--- src/rtl/core/assert_macros.svh ---
// assertion macros shared by the rtl of the i2c bit sequencer
// no dependencies; included by files that carry concurrent checks
`ifndef ASSERT_MACROS_SVH
`define ASSERT_MACROS_SVH
`ifndef SYNTHESIS
// property checked on every rising edge outside reset
`define ASSERT_CLK(label, clk, rst_n, prop, msg) \
    label: assert property (@(posedge clk) disable iff (!rst_n) (prop)) else $error(msg);
// condition that must never hold outside reset
`define ASSERT_NEVER(label, clk, rst_n, cond, msg) \
    label: assert property (@(posedge clk) disable iff (!rst_n) !(cond)) else $error(msg);
`else
`define ASSERT_CLK(label, clk, rst_n, prop, msg)
`define ASSERT_NEVER(label, clk, rst_n, cond, msg)
`endif
`endif

--- src/rtl/core/i2cms_pkg.sv ---
// types, codes and constants of the i2c master bit sequencer
// no dependencies; used by every module of the block
`timescale 1ns / 1ps

package i2cms_pkg;

    // width of the phase hold counter and the default hold length
    localparam int HOLD_BITS = 16;
    localparam int CFG_W = 16;
    localparam logic [HOLD_BITS-1:0] DEFAULT_HOLD = HOLD_BITS'(10 * 20);

    // phase numbering; phase_index holds phase plus one, zero means idle
    localparam int PHASE_W = 5;
    localparam logic [PHASE_W-1:0] SEND_BIT_PHASES = PHASE_W'(24);
    localparam logic [PHASE_W-1:0] SEND_LAST_PHASE = PHASE_W'(25);
    localparam logic [PHASE_W-1:0] RECV_LAST_PHASE = PHASE_W'(15);
    localparam logic [PHASE_W-1:0] MAX_PHASE_INDEX = PHASE_W'(26);

    // msb of the shift register and the sda sample bit
    localparam logic [7:0] BYTE_MSB = 8'h80;
    localparam logic [7:0] BIT_LSB = 8'h01;

    typedef enum logic [2:0] {
        KIND_START = 3'd0,
        KIND_SHT   = 3'd1,
        KIND_STOP  = 3'd2,
        KIND_SEND  = 3'd3,
        KIND_RECV  = 3'd4,
        KIND_ACK   = 3'd5,
        KIND_NACK  = 3'd6
    } kind_t;

    typedef enum logic [2:0] {
        ST_READY = 3'd0,
        ST_BUSY  = 3'd1,
        ST_ERROR = 3'd2,
        ST_ACK   = 3'd3,
        ST_NACK  = 3'd4
    } status_t;

    // one input item: a tick with an optional command
    typedef struct packed {
        logic       cmd_valid;
        logic [2:0] kind;
        logic [7:0] tx_byte;
        logic       sda_in;
    } cmd_t;

    // one result item: line levels and status after the tick
    typedef struct packed {
        logic       scl_out;
        logic       sda_out;
        logic       busy_res;
        logic       done_res;
        logic [2:0] status;
        logic [7:0] rx_byte;
    } res_t;

    // sequencer state carried from tick to tick
    typedef struct packed {
        logic [PHASE_W-1:0]   phase_index;
        logic [HOLD_BITS-1:0] hold_counter;
        logic [7:0]           shift_register;
        logic [2:0]           active_command;
        status_t              last_status;
        logic [7:0]           received_byte;
        logic                 scl_level;
        logic                 sda_level;
    } seq_state_t;

endpackage

--- src/rtl/core/i2cms_step.sv ---
// next-state and result logic for one tick of the i2c bit sequencer
// depends on i2cms_pkg
`timescale 1ns / 1ps

module i2cms_step (
    input  i2cms_pkg::seq_state_t           cur,
    input  i2cms_pkg::cmd_t                 item,
    input  logic [i2cms_pkg::CFG_W-1:0]     phase_hold_ticks,
    output i2cms_pkg::seq_state_t           nxt,
    output i2cms_pkg::res_t                 res
);
    import i2cms_pkg::*;

    // remainder by three for send phases below 24
    function automatic logic [1:0] mod3(input logic [PHASE_W-1:0] v);
        logic [PHASE_W-1:0] r;
        r = v;
        if (r >= PHASE_W'(12))
        begin
            r = r - PHASE_W'(12);
        end
        if (r >= PHASE_W'(6))
        begin
            r = r - PHASE_W'(6);
        end
        if (r >= PHASE_W'(3))
        begin
            r = r - PHASE_W'(3);
        end
        return r[1:0];
    endfunction

    // line levels {scl, sda} at the start of phase p
    function automatic logic [1:0] enter_lines(
        input logic [2:0]         cmd,
        input logic [PHASE_W-1:0] p,
        input logic [7:0]         shreg,
        input logic [1:0]         lines
    );
        logic scl;
        logic sda;
        scl = lines[1];
        sda = lines[0];
        case (cmd)
            KIND_START:
            begin
                if (p == PHASE_W'(0)) sda = 1'b1;
                else if (p == PHASE_W'(1)) scl = 1'b1;
                else if (p == PHASE_W'(2)) sda = 1'b0;
                else scl = 1'b0;
            end
            KIND_SHT:
            begin
                if (p == PHASE_W'(0))
                begin
                    sda = 1'b1;
                    scl = 1'b0;
                end
                else if (p == PHASE_W'(1))
                begin
                    sda = 1'b1;
                    scl = 1'b1;
                end
                else if (p == PHASE_W'(2)) sda = 1'b0;
                else if (p == PHASE_W'(3)) scl = 1'b0;
                else if (p == PHASE_W'(4)) scl = 1'b1;
                else if (p == PHASE_W'(5)) sda = 1'b1;
                else scl = 1'b0;
            end
            KIND_STOP:
            begin
                if (p == PHASE_W'(0)) sda = 1'b0;
                else if (p == PHASE_W'(1)) scl = 1'b1;
                else sda = 1'b1;
            end
            KIND_SEND:
            begin
                if (p < SEND_BIT_PHASES)
                begin
                    case (mod3(p))
                        2'd0:
                        begin
                            scl = 1'b0;
                            sda = |(shreg & BYTE_MSB);
                        end
                        2'd1:    scl = 1'b1;
                        default: scl = 1'b0;
                    endcase
                end
                else if (p == SEND_BIT_PHASES) sda = 1'b1;
                else scl = 1'b1;
            end
            KIND_RECV:
            begin
                if (!p[0])
                begin
                    scl = 1'b1;
                    sda = 1'b1;
                end
                else scl = 1'b0;
            end
            KIND_ACK:
            begin
                if (p == PHASE_W'(0)) sda = 1'b0;
                else if (p == PHASE_W'(1)) scl = 1'b1;
                else scl = 1'b0;
            end
            default:
            begin
                if (p == PHASE_W'(0)) sda = 1'b1;
                else if (p == PHASE_W'(1)) scl = 1'b1;
                else scl = 1'b0;
            end
        endcase
        return {scl, sda};
    endfunction

    logic [HOLD_BITS-1:0] hold_raw;
    logic [HOLD_BITS-1:0] hold_len;
    logic [HOLD_BITS:0]   count_inc;
    logic [PHASE_W-1:0]   p;
    logic                 fin;
    logic                 done;

    // effective hold length, zero picks the default
    assign hold_raw = HOLD_BITS'(phase_hold_ticks);
    assign hold_len = (hold_raw == '0) ? DEFAULT_HOLD : hold_raw;

    // command start, hold count and end of phase for this tick
    always_comb
    begin
        nxt       = cur;
        fin       = 1'b0;
        done      = 1'b0;
        count_inc = '0;
        p         = '0;

        // accept a command while idle
        if (cur.phase_index == '0 && item.cmd_valid && item.kind <= KIND_NACK)
        begin
            nxt.active_command = item.kind;
            nxt.shift_register = item.tx_byte;
            nxt.hold_counter   = '0;
            nxt.phase_index    = PHASE_W'(1);
            {nxt.scl_level, nxt.sda_level} =
                enter_lines(item.kind, '0, item.tx_byte, {cur.scl_level, cur.sda_level});
        end

        // count the tick and finish the phase when the hold expires
        if (nxt.phase_index != '0)
        begin
            count_inc = {1'b0, nxt.hold_counter} + (HOLD_BITS+1)'(1);
            if (count_inc >= {1'b0, hold_len})
            begin
                p = nxt.phase_index - PHASE_W'(1);
                nxt.hold_counter = '0;
                case (nxt.active_command)
                    KIND_START:
                    begin
                        if (p == PHASE_W'(1) && !item.sda_in)
                        begin
                            nxt.last_status = ST_BUSY;
                            fin = 1'b1;
                        end
                        else if (p == PHASE_W'(3))
                        begin
                            nxt.last_status = item.sda_in ? ST_ERROR : ST_READY;
                            fin = 1'b1;
                        end
                    end
                    KIND_SHT:
                    begin
                        if (p == PHASE_W'(1) && !item.sda_in)
                        begin
                            nxt.last_status = ST_BUSY;
                            fin = 1'b1;
                        end
                        else if (p == PHASE_W'(6))
                        begin
                            nxt.last_status = ST_READY;
                            fin = 1'b1;
                        end
                    end
                    KIND_STOP:
                    begin
                        fin = (p == PHASE_W'(2));
                    end
                    KIND_SEND:
                    begin
                        if (p < SEND_BIT_PHASES && mod3(p) == 2'd2)
                        begin
                            nxt.shift_register = {nxt.shift_register[6:0], 1'b0};
                        end
                        if (p == SEND_LAST_PHASE)
                        begin
                            nxt.last_status = item.sda_in ? ST_NACK : ST_ACK;
                            nxt.scl_level   = 1'b0;
                            nxt.sda_level   = 1'b1;
                            fin = 1'b1;
                        end
                    end
                    KIND_RECV:
                    begin
                        if (!p[0])
                        begin
                            nxt.shift_register = {nxt.shift_register[6:0], 1'b0}
                                               | ({8{item.sda_in}} & BIT_LSB);
                        end
                        if (p == RECV_LAST_PHASE)
                        begin
                            nxt.received_byte = nxt.shift_register;
                            fin = 1'b1;
                        end
                    end
                    KIND_ACK:
                    begin
                        if (p == PHASE_W'(2))
                        begin
                            nxt.sda_level = 1'b1;
                            fin = 1'b1;
                        end
                    end
                    default:
                    begin
                        fin = (p == PHASE_W'(2));
                    end
                endcase

                if (fin)
                begin
                    nxt.phase_index = '0;
                    done = 1'b1;
                end
                else
                begin
                    nxt.phase_index = nxt.phase_index + PHASE_W'(1);
                    {nxt.scl_level, nxt.sda_level} =
                        enter_lines(nxt.active_command, p + PHASE_W'(1),
                                    nxt.shift_register, {nxt.scl_level, nxt.sda_level});
                end
            end
            else
            begin
                nxt.hold_counter = count_inc[HOLD_BITS-1:0];
            end
        end
    end

    // result item for this tick
    always_comb
    begin
        res.scl_out  = nxt.scl_level;
        res.sda_out  = nxt.sda_level;
        res.busy_res = (nxt.phase_index != '0);
        res.done_res = done;
        res.status   = nxt.last_status;
        res.rx_byte  = nxt.received_byte;
    end

endmodule

--- src/rtl/core/i2c_master_bit_sequencer.sv ---
// I2C master bit sequencer: one input item per tick, one result item per tick.
// An item is registered on entry, stepped through the sequencer logic and its
// result registered on exit; one item is taken every cycle when the output is
// not stalled, and its result passes the input register and then the result
// register. Rate is set by the single step unit (i2cms_step), which updates
// the sequencer state once per item. A command runs through its line phases,
// each held for phase_hold_ticks items (zero means 200). The user writes the
// hold register with cfg_we only while no item is in flight; the block itself does not enforce it.
// depends on i2cms_pkg, i2cms_step and assert_macros.svh
`timescale 1ns / 1ps
`include "assert_macros.svh"

module i2c_master_bit_sequencer (
    input  logic                             clk,
    input  logic                             rst_n,
    input  logic                             in_valid,
    output logic                             in_stall,
    input  i2cms_pkg::cmd_t                  in_data,
    output logic                             out_valid,
    input  logic                             out_stall,
    output i2cms_pkg::res_t                  out_data,
    input  logic                             cfg_we,
    input  logic [i2cms_pkg::CFG_W-1:0]      cfg_wdata
);
    import i2cms_pkg::*;

    logic                in_valid_reg;
    cmd_t                in_data_reg;
    logic                out_valid_reg;
    res_t                res_reg;
    seq_state_t          state_reg;
    seq_state_t          state_next;
    res_t                res_next;
    logic [CFG_W-1:0]    hold_cfg_reg;
    logic                proceed;

    // step the held item when the result register is free or draining
    assign proceed  = in_valid_reg && (!out_valid_reg || !out_stall);
    assign in_stall = in_valid_reg && !proceed;

    // configuration register
    always_ff @(posedge clk or negedge rst_n)
    begin
        if (!rst_n)
        begin
            hold_cfg_reg <= '0;
        end
        else if (cfg_we)
        begin
            hold_cfg_reg <= cfg_wdata;
        end
    end

    // input register
    always_ff @(posedge clk or negedge rst_n)
    begin
        if (!rst_n)
        begin
            in_valid_reg <= 1'b0;
        end
        else if (!in_stall)
        begin
            in_valid_reg <= in_valid;
        end
    end

    always_ff @(posedge clk)
    begin
        if (!in_stall && in_valid)
        begin
            in_data_reg <= in_data;
        end
    end

    // tick logic
    i2cms_step u_step (
        .cur              (state_reg),
        .item             (in_data_reg),
        .phase_hold_ticks (hold_cfg_reg),
        .nxt              (state_next),
        .res              (res_next)
    );

    // sequencer state
    always_ff @(posedge clk or negedge rst_n)
    begin
        if (!rst_n)
        begin
            state_reg.phase_index    <= '0;
            state_reg.hold_counter   <= '0;
            state_reg.shift_register <= '0;
            state_reg.active_command <= KIND_START;
            state_reg.last_status    <= ST_READY;
            state_reg.received_byte  <= '0;
            state_reg.scl_level      <= 1'b0;
            state_reg.sda_level      <= 1'b1;
        end
        else if (proceed)
        begin
            state_reg <= state_next;
        end
    end

    // result register
    always_ff @(posedge clk or negedge rst_n)
    begin
        if (!rst_n)
        begin
            out_valid_reg <= 1'b0;
        end
        else if (proceed)
        begin
            out_valid_reg <= 1'b1;
        end
        else if (!out_stall)
        begin
            out_valid_reg <= 1'b0;
        end
    end

    always_ff @(posedge clk)
    begin
        if (proceed)
        begin
            res_reg <= res_next;
        end
    end

    assign out_valid = out_valid_reg;
    assign out_data  = res_reg;

    // checks
    `ASSERT_CLK(a_step_fills_result, clk, rst_n, proceed |=> out_valid_reg, "stepped item lost")
    `ASSERT_NEVER(a_done_not_busy, clk, rst_n,
        out_valid_reg && res_reg.done_res && res_reg.busy_res, "done while busy")
    `ASSERT_NEVER(a_phase_range, clk, rst_n,
        state_reg.phase_index > MAX_PHASE_INDEX, "phase out of range")
    `ASSERT_CLK(a_idle_state_hold, clk, rst_n, !proceed |=> $stable(state_reg), "state moved")

endmodule
--- config.mk ---
export PLATFORM = sky130hd
export DESIGN_NAME = i2c_master_bit_sequencer
export DESIGN_NICKNAME = d
export VERILOG_FILES = /design/src/rtl/core/i2cms_pkg.sv /design/src/rtl/core/i2cms_step.sv /design/src/rtl/core/i2c_master_bit_sequencer.sv
export VERILOG_INCLUDE_DIRS = /design/src /design/src/rtl/core
export SDC_FILE = /design/constraint.sdc
export NUM_CORES = 1
export LEC_CHECK = 0
export ABC_CLOCK_PERIOD_IN_PS = 14400
export BUFFER_PORTS_ARGS = -buffer_cell sky130_fd_sc_hd__buf_2
export CORE_MARGIN = 3
export CORE_UTILIZATION = 57
export CTS_CLUSTER_SIZE = 25
export DETAILED_ROUTE_END_ITERATION = 7
export PLACE_DENSITY = 0.8
export SLEW_MARGIN = 25
export SYNTH_ARGS = -nofsm -noshare
export SYNTH_HDL_FRONTEND = slang
export SYNTH_HIERARCHICAL = 1
export SYNTH_SLANG_ARGS = --single-unit
export TNS_END_PERCENT = 20
--- constraint.sdc ---
create_clock -name clk -period 14.4 [get_ports clk]
set_input_delay 1.44 -clock clk [delete_from_list [all_inputs] [get_ports clk]]
set_output_delay 1.44 -clock clk [all_outputs]
set_load 0.02 [all_outputs]
==> flow_summary.ini, run 1 <==
[status]
run_status = completed

[setup_path]
critical_path.startpoint_type = register
worst_setup_path_end_kind = register
critPathTopFamily = simple AND/OR/NAND/NOR gates
worst-r2r-cell-count = 24
crit_buf_inv = 3
path_depth = 24
critPathSlowestCell = sky130_fd_sc_hd__or3_1
critical_path_peak_fanout = 23
setup.worst_path.class = register to register
worst_path_largest_cell_delay_ns = 0.67
critPathArrivalTime_ns = 7.94
worstPathCellList = or3b_4, or3_1, nand2_8, inv_2, ha_1, nor3b_2, xor2_1, inv_2, ha_1, inv_1, a21oi_1, o32ai_1, ha_1, nor2_1, xnor2_1, ha_1, o21bai_1, a2111oi_0, and4_1, mux2_2, a21boi_0, a21oi_1, o21ai_1, mux2_2
timing.critical_path.required_ns = 14.69
crit_path_frequent_cell = sky130_fd_sc_hd__ha_1

[yosys]
synth-edff-count = 28
synthDominantCellAreaShare_pct = 22.4
synth.most_common_cell = sky130_fd_sc_hd__dfrtp_1
synthesis.area_per_instance_um2 = 9.80
synth_async_sr_flop_share_pct = 69.2
synthesis.instances = 706
yosys-top-cells-area = sky130_fd_sc_hd__dfrtp_1 22%, sky130_fd_sc_hd__edfxtp_1 12%, sky130_fd_sc_hd__mux2_4 8.5%
synth_common_cells = 62 x sky130_fd_sc_hd__dfrtp_1, 54 x sky130_fd_sc_hd__nand2_1, 54 x sky130_fd_sc_hd__nor2_1
syn_area_um2 = 6920
ys_warn_count = 6
synth_top_area_cell = sky130_fd_sc_hd__dfrtp_1
synthDistinctLibCells = 81
synth_seq_cells = 91
syn_nets = 777
synth_seq_area_share_pct = 35.0
synthFlopType = sky130_fd_sc_hd__dfrtp_1

[floorplanning]
rows = 39
io-pin-count = 51
die_height_um = 116
fp.coreArea_um2 = 11600
die-width_um = 116
floorplan.initialDensity_pct = 59.5
design.die.area_um2 = 13500

[sta]
maxSlewHeadroom_pct = 42.9
report.final.slew_viol_count = 0
layout_min_cycle_time_ns = 7.65
report.final.hold_viol_count = 0
setup_total_negative_slack_ns = 0
tightest_slew_ns = 0.853
clock.fmax_ghz = 0.131
setup_viol = 0
timing.final.crit_share_pct = 53.1
rsz0062_at_grt = no
worst_clock_skew_ns = 0.0111

[placement]
input_output_buffers = 50
detailedPlacementHpwl_um = 11300
placedInstanceArea_um2 = 7050
routabilityCongestion = 0.957

[cts]
total_cts_buffers = 9
cts_resized = 0
path_clk_slew_ns = 0.07
cts.htree.levels = 3
clock_path_buffers = 2
cts_tree = yes
clk_lat_worst_skew_ns = 0.36
cts_hold_repair.buffers = 0
cts_root_buf = sky130_fd_sc_hd__clkbuf_16
cts_setup_buffers = 0
numClockSinks = 91

[cells_and_area]
diodes = 0
final_design_area_no_fill_um2 = 7360
largest_reg_flops = 45
layout-drive-gt1-share_pct = 22.4
utilization_pct = 63.3
finish.net_count = 790
area_growth_syn_to_layout_pct = 6.39

[route]
via_per_inst = 6.46
avgRoutedWirePerCell_um = 18.6
routed-via-count = 5602
first_pass_iters = 7
route.antenna.remaining_nets = 0
route.detailed.drc = 0
drt-total-wl_um = 16200
initialDrtViolationCount = 570

[global_route]
first_global_vias = 5380
grt_remaining_overflow = 0
grt_usage_pct = 24.2
pin_count_of_the_biggest_net_entering_global_routing = 64
antenna_found_initial = 0
grt_first_pass_wirelength_um = 26200

[hold_path]
timing.hold.worst_path_depth = 1
holdCritPathClass = register to register

[power_and_ir_drop]
power.ir.vdd_worst_uv = 105
p_per_area_nw_per_um2 = 158
static-leakage-power_nw = 3.18
p_total_mw = 1.16

[flow_run]
timing.max_cap.violations = 0
[per-stage QoR]
stage	cells	hold slack, ns	setup slack, ns
2_1_floorplan	706	0.448	8.34
3_3_place_gp	851	0.477	7.31
3_5_place_dp	851	0.488	6.98
4_1_cts	867	0.504	6.94
5_1_grt	867	0.531	6.17
6_report	867	0.505	6.75
[cell usage in the layout (no fill, tap or decap), types with 14 or more instances in the layout]
cell type / instances
sky130_fd_sc_hd__ha_1: 37
sky130_fd_sc_hd__buf_2: 50
sky130_fd_sc_hd__a21oi_1: 34
sky130_fd_sc_hd__mux2i_1: 21
sky130_fd_sc_hd__edfxtp_1: 28
sky130_fd_sc_hd__nand2_1: 54
sky130_fd_sc_hd__nor2_1: 54
sky130_fd_sc_hd__mux2_2: 27
sky130_fd_sc_hd__inv_1: 25
sky130_fd_sc_hd__mux2_4: 39
sky130_fd_sc_hd__dfrtp_1: 62
sky130_fd_sc_hd__o21ai_0: 41
sky130_fd_sc_hd__nand3_1: 29
sky130_fd_sc_hd__xnor2_1: 14
[layer usage]
metal	up-vias	global-route usage [%]	part of all wire, %
li1	2605	-	-
met1	2687	32.1	43
met2	260	39.0	48
met3	50	4.92	6.5
met4	0	10.1	2.9
met5	-	0	0
[cell families after synthesis]
kind of cell / share of synthesized area (%)
adder cells (fa/ha/maj): 6.69
AO/OA/AOI/OAI: 16.5
buffers and inverters: 6.82
AND/OR/NAND/NOR: 16.6
multiplexers: 15.9
flip-flops: 35.0
XOR/XNOR: 2.53
[worst register-to-register path, stage by stage, from the launching register on]
cell                        delay [ns]
sky130_fd_sc_hd__dfrtp_1          0.65
sky130_fd_sc_hd__or3b_4           0.55
sky130_fd_sc_hd__or3_1            0.67
sky130_fd_sc_hd__nand2_8          0.24
sky130_fd_sc_hd__inv_2            0.17
sky130_fd_sc_hd__ha_1             0.31
sky130_fd_sc_hd__nor3b_2          0.21
sky130_fd_sc_hd__xor2_1           0.64
sky130_fd_sc_hd__inv_2            0.20
sky130_fd_sc_hd__ha_1             0.55
sky130_fd_sc_hd__inv_1            0.21
sky130_fd_sc_hd__a21oi_1          0.35
sky130_fd_sc_hd__o32ai_1          0.17
sky130_fd_sc_hd__ha_1             0.34
sky130_fd_sc_hd__nor2_1           0.23
sky130_fd_sc_hd__xnor2_1          0.15
sky130_fd_sc_hd__ha_1             0.23
sky130_fd_sc_hd__o21bai_1         0.15
sky130_fd_sc_hd__a2111oi_0        0.32
sky130_fd_sc_hd__and4_1           0.30
sky130_fd_sc_hd__mux2_2           0.35
sky130_fd_sc_hd__a21boi_0         0.13
sky130_fd_sc_hd__a21oi_1          0.14
sky130_fd_sc_hd__o21ai_1          0.09
sky130_fd_sc_hd__mux2_2           0.26
[power breakdown]
part	total, mW	switching (mW)	internal [mW]
clock	0.248	0.110	0.137
sequential	0.343	0.0382	0.305
combinational	0.568	0.341	0.227
total	1.16	0.490	0.669
[cell type report]
class,count,area (um^2)
clock buffers,9,225
flip-flops and latches,91,2420
multi-input cells,529,4040
repair buffers,56,295
well taps,143,179
fillers,930,4260
clock inverters,7,80.1
inverters,32,120
[final timing paths]
kind | start | end | slack [ns]
min in group asynchronous | rst_n | state_reg[32] | 1.27
hold / removal | in_valid_reg | out_valid | 0.51
setup reg to reg | state_reg[42] | state_reg[0] | 6.75
hold reg to reg | in_valid_reg | out_valid | 0.51
max in group asynchronous | rst_n | state_reg[11] | 12.59
setup / recovery | state_reg[42] | state_reg[0] | 6.75
Power figures use the tool's default switching activity.
==> inputs of run 2 (changes only) <==
ABC_AREA = 1   (was unset)
ABC_CLOCK_PERIOD_IN_PS = 7400   (was 14400)
clock period = 7.4 ns   (was 14.4 ns; I/O delays follow)
==> run 2 against run 1 <==
Compared with the run above: register-to-register slack worse by 5.4 ns; first-iteration DRC count is 7.4% lower; design area is 1.5% lower; sequential share of layout area is 0.51 points higher; clock skew is 0.0042 ns lower; total power is 73% higher; area after synthesis is 0.34% lower; critical path depth is 8 higher; highest routed layer unchanged.
==> flow_summary.ini, run 2 <==
[status]
run_status = completed

[setup_path]
crit_path_start = state_reg[42]
critical_path_peak_fanout = 29
worst_path_largest_cell_delay_ns = 0.68
worst_setup_path_end_kind = register
critical_path.startpoint_type = register
timing.critical_path.required_ns = 7.49
worst_r2r_startpoint = state_reg[42]
setup.worst_path.class = register to register
critPathSlowestCell = sky130_fd_sc_hd__dfrtp_1
critPathArrivalTime_ns = 6.17
crit_path_frequent_cell = sky130_fd_sc_hd__nand2_1

[yosys]
synth_common_cells = 223 x sky130_fd_sc_hd__nand2_1, 101 x sky130_fd_sc_hd__inv_1, 73 x sky130_fd_sc_hd__nor2_1
syn_nets = 969
synth_top_area_cell = sky130_fd_sc_hd__dfrtp_1
synthesis.instances = 898
yosys-top-cells-area = sky130_fd_sc_hd__dfrtp_1 23%, sky130_fd_sc_hd__edfxtp_1 12%, sky130_fd_sc_hd__nand2_1 12%
synth_async_sr_flop_share_pct = 69.2
syn_area_um2 = 6890
synth.most_common_cell = sky130_fd_sc_hd__nand2_1
synth_seq_area_share_pct = 35.1
synthDistinctLibCells = 57
synthDominantCellAreaShare_pct = 22.5
ys_warn_count = 6
synthFlopType = sky130_fd_sc_hd__dfrtp_1
synth-edff-count = 28
synth_seq_cells = 91
synthesis.area_per_instance_um2 = 7.67

[cells_and_area]
largest_reg_flops = 45
layout.cells.most_common = sky130_fd_sc_hd__nand2_1
diodes = 0
finish.net_count = 983
layout_common_cells = 223 x sky130_fd_sc_hd__nand2_1, 101 x sky130_fd_sc_hd__inv_1, 73 x sky130_fd_sc_hd__nor2_1
area_growth_syn_to_layout_pct = 5.14
layout-drive-gt1-share_pct = 17.1

[cts]
cts_resized = 0
clk_lat_worst_skew_ns = 0.35
cts_tree = yes
cts.htree.levels = 3
cts_hold_repair.buffers = 0
cts_setup_buffers = 0
path_clk_slew_ns = 0.06
numClockSinks = 91
clock_path_buffers = 2
total_cts_buffers = 9
cts_root_buf = sky130_fd_sc_hd__clkbuf_16

[placement]
input_output_buffers = 50
detailedPlacementHpwl_um = 11000
routabilityCongestion = 0.940

[sta]
maxSlewHeadroom_pct = 42.1
layout_min_cycle_time_ns = 6.07
tightest_slew_ns = 0.869
worst_clock_skew_ns = 0.00687
setup_total_negative_slack_ns = 0
rsz0062_at_grt = no
clock.fmax_ghz = 0.165
timing.final.crit_share_pct = 82.1
report.final.hold_viol_count = 0
report.final.slew_viol_count = 0
worst_hold_slack_ns = 0.472
setup_viol = 0

[global_route]
antenna_found_initial = 0
grt_usage_pct = 24.6
first_global_vias = 5582
pin_count_of_the_biggest_net_entering_global_routing = 64
grt_first_pass_wirelength_um = 26200
grt_remaining_overflow = 0

[hold_path]
worst_hold_startpoint = state_reg[25]
holdCritPathClass = register to register

[floorplanning]
rows = 39
design.die.area_um2 = 13400
floorplan.initialDensity_pct = 59.3
io-pin-count = 51
fp.coreArea_um2 = 11600
die-width_um = 116
die_height_um = 116

[flow_run]
timing.max_cap.violations = 0

[route]
route.detailed.drc = 0
route.antenna.remaining_nets = 0
routed-via-count = 5860
avgRoutedWirePerCell_um = 14.7
initialDrtViolationCount = 528
first_pass_iters = 5
via_per_inst = 5.53
drt-total-wl_um = 15600

[power_and_ir_drop]
p_per_area_nw_per_um2 = 277
static-leakage-power_nw = 3.62
power.ir.vdd_worst_uv = 159
[run 2: kinds of logic (layout without fill, tap and decap cells)]
group | Yosys count | after routing | share of synthesized area (%)
simple gates | 442 | 442 | 31.1
buf+inv | 169 | 188 | 11.9
mux | 2 | 2 | 0.290
flops | 91 | 91 | 35.1
compound gates | 140 | 140 | 12.7
xor+xnor | 17 | 17 | 2.27
fa+ha+maj | 37 | 37 | 6.72
[run 2: metal layers]
| layer | track usage (%) | routed length, um | vias to the layer above |
|---|---|---|---|
| met1 | 32.9 | 7090 | 2685 |
| li1 | - | - | 2939 |
| met5 | 0 | 0 | - |
| met4 | 7.97 | 342 | 0 |
| met2 | 39.7 | 7200 | 209 |
| met3 | 5.64 | 997 | 27 |
[run 2: worst max-delay path, delay by kind of cell, from the launching register on]
kind / cells / cell delay (ns)
AOI/OAI and AO/OA: 5 / 0.77
and+or+nand+nor: 15 / 1.88
xor gates and xnor gates: 3 / 0.53
adders and majority gates: 5 / 1.38
DFF: 1 / 0.68
buffers and inverters: 4 / 0.56
[run 2: final timing paths]
path	depth (start not counted)	to	slack [ns]
setup / recovery	32	out_data[14]	1.33
hold / removal	2	state_reg[25]	0.47
setup reg to reg	32	out_data[14]	1.33
hold reg to reg	2	state_reg[25]	0.47
max in group asynchronous	2	hold_cfg_reg[11]	6.24
min in group asynchronous	2	state_reg[12]	0.55
[run 2: where the power goes]
part           internal [mW]  switching, mW  total, mW
logic                  0.314          0.663      0.977
clock network          0.225          0.183      0.408
registers              0.580         0.0385      0.618
total                   1.12          0.884       2.00
[run 2: cell type report]
cell class | instances | area [um^2]
inverters | 118 | 459
clock inverters | 4 | 18.8
repair buffers | 54 | 280
clock buffers | 12 | 236
multi-input cells | 638 | 3650
well taps | 143 | 179
fillers | 1076 | 4370
flip-flops and latches | 91 | 2420
[run 2: metrics by stage]
step | worst slack (ns) | cell area (um^2) | utilization (%) | power, mW | cells
2_1_floorplan | 1.88 | 6890 | - | 1.41 | 898
3_3_place_gp | 1.71 | 6990 | 60.2 | 1.58 | 1044
3_5_place_dp | 1.39 | 6990 | 60.2 | 1.59 | 1044
4_1_cts | 1.37 | 7250 | 62.4 | 2.00 | 1060
5_1_grt | 0.586 | 7250 | 62.4 | 2.16 | 1060
6_report | 1.33 | 7250 | 62.4 | 2.00 | 1060
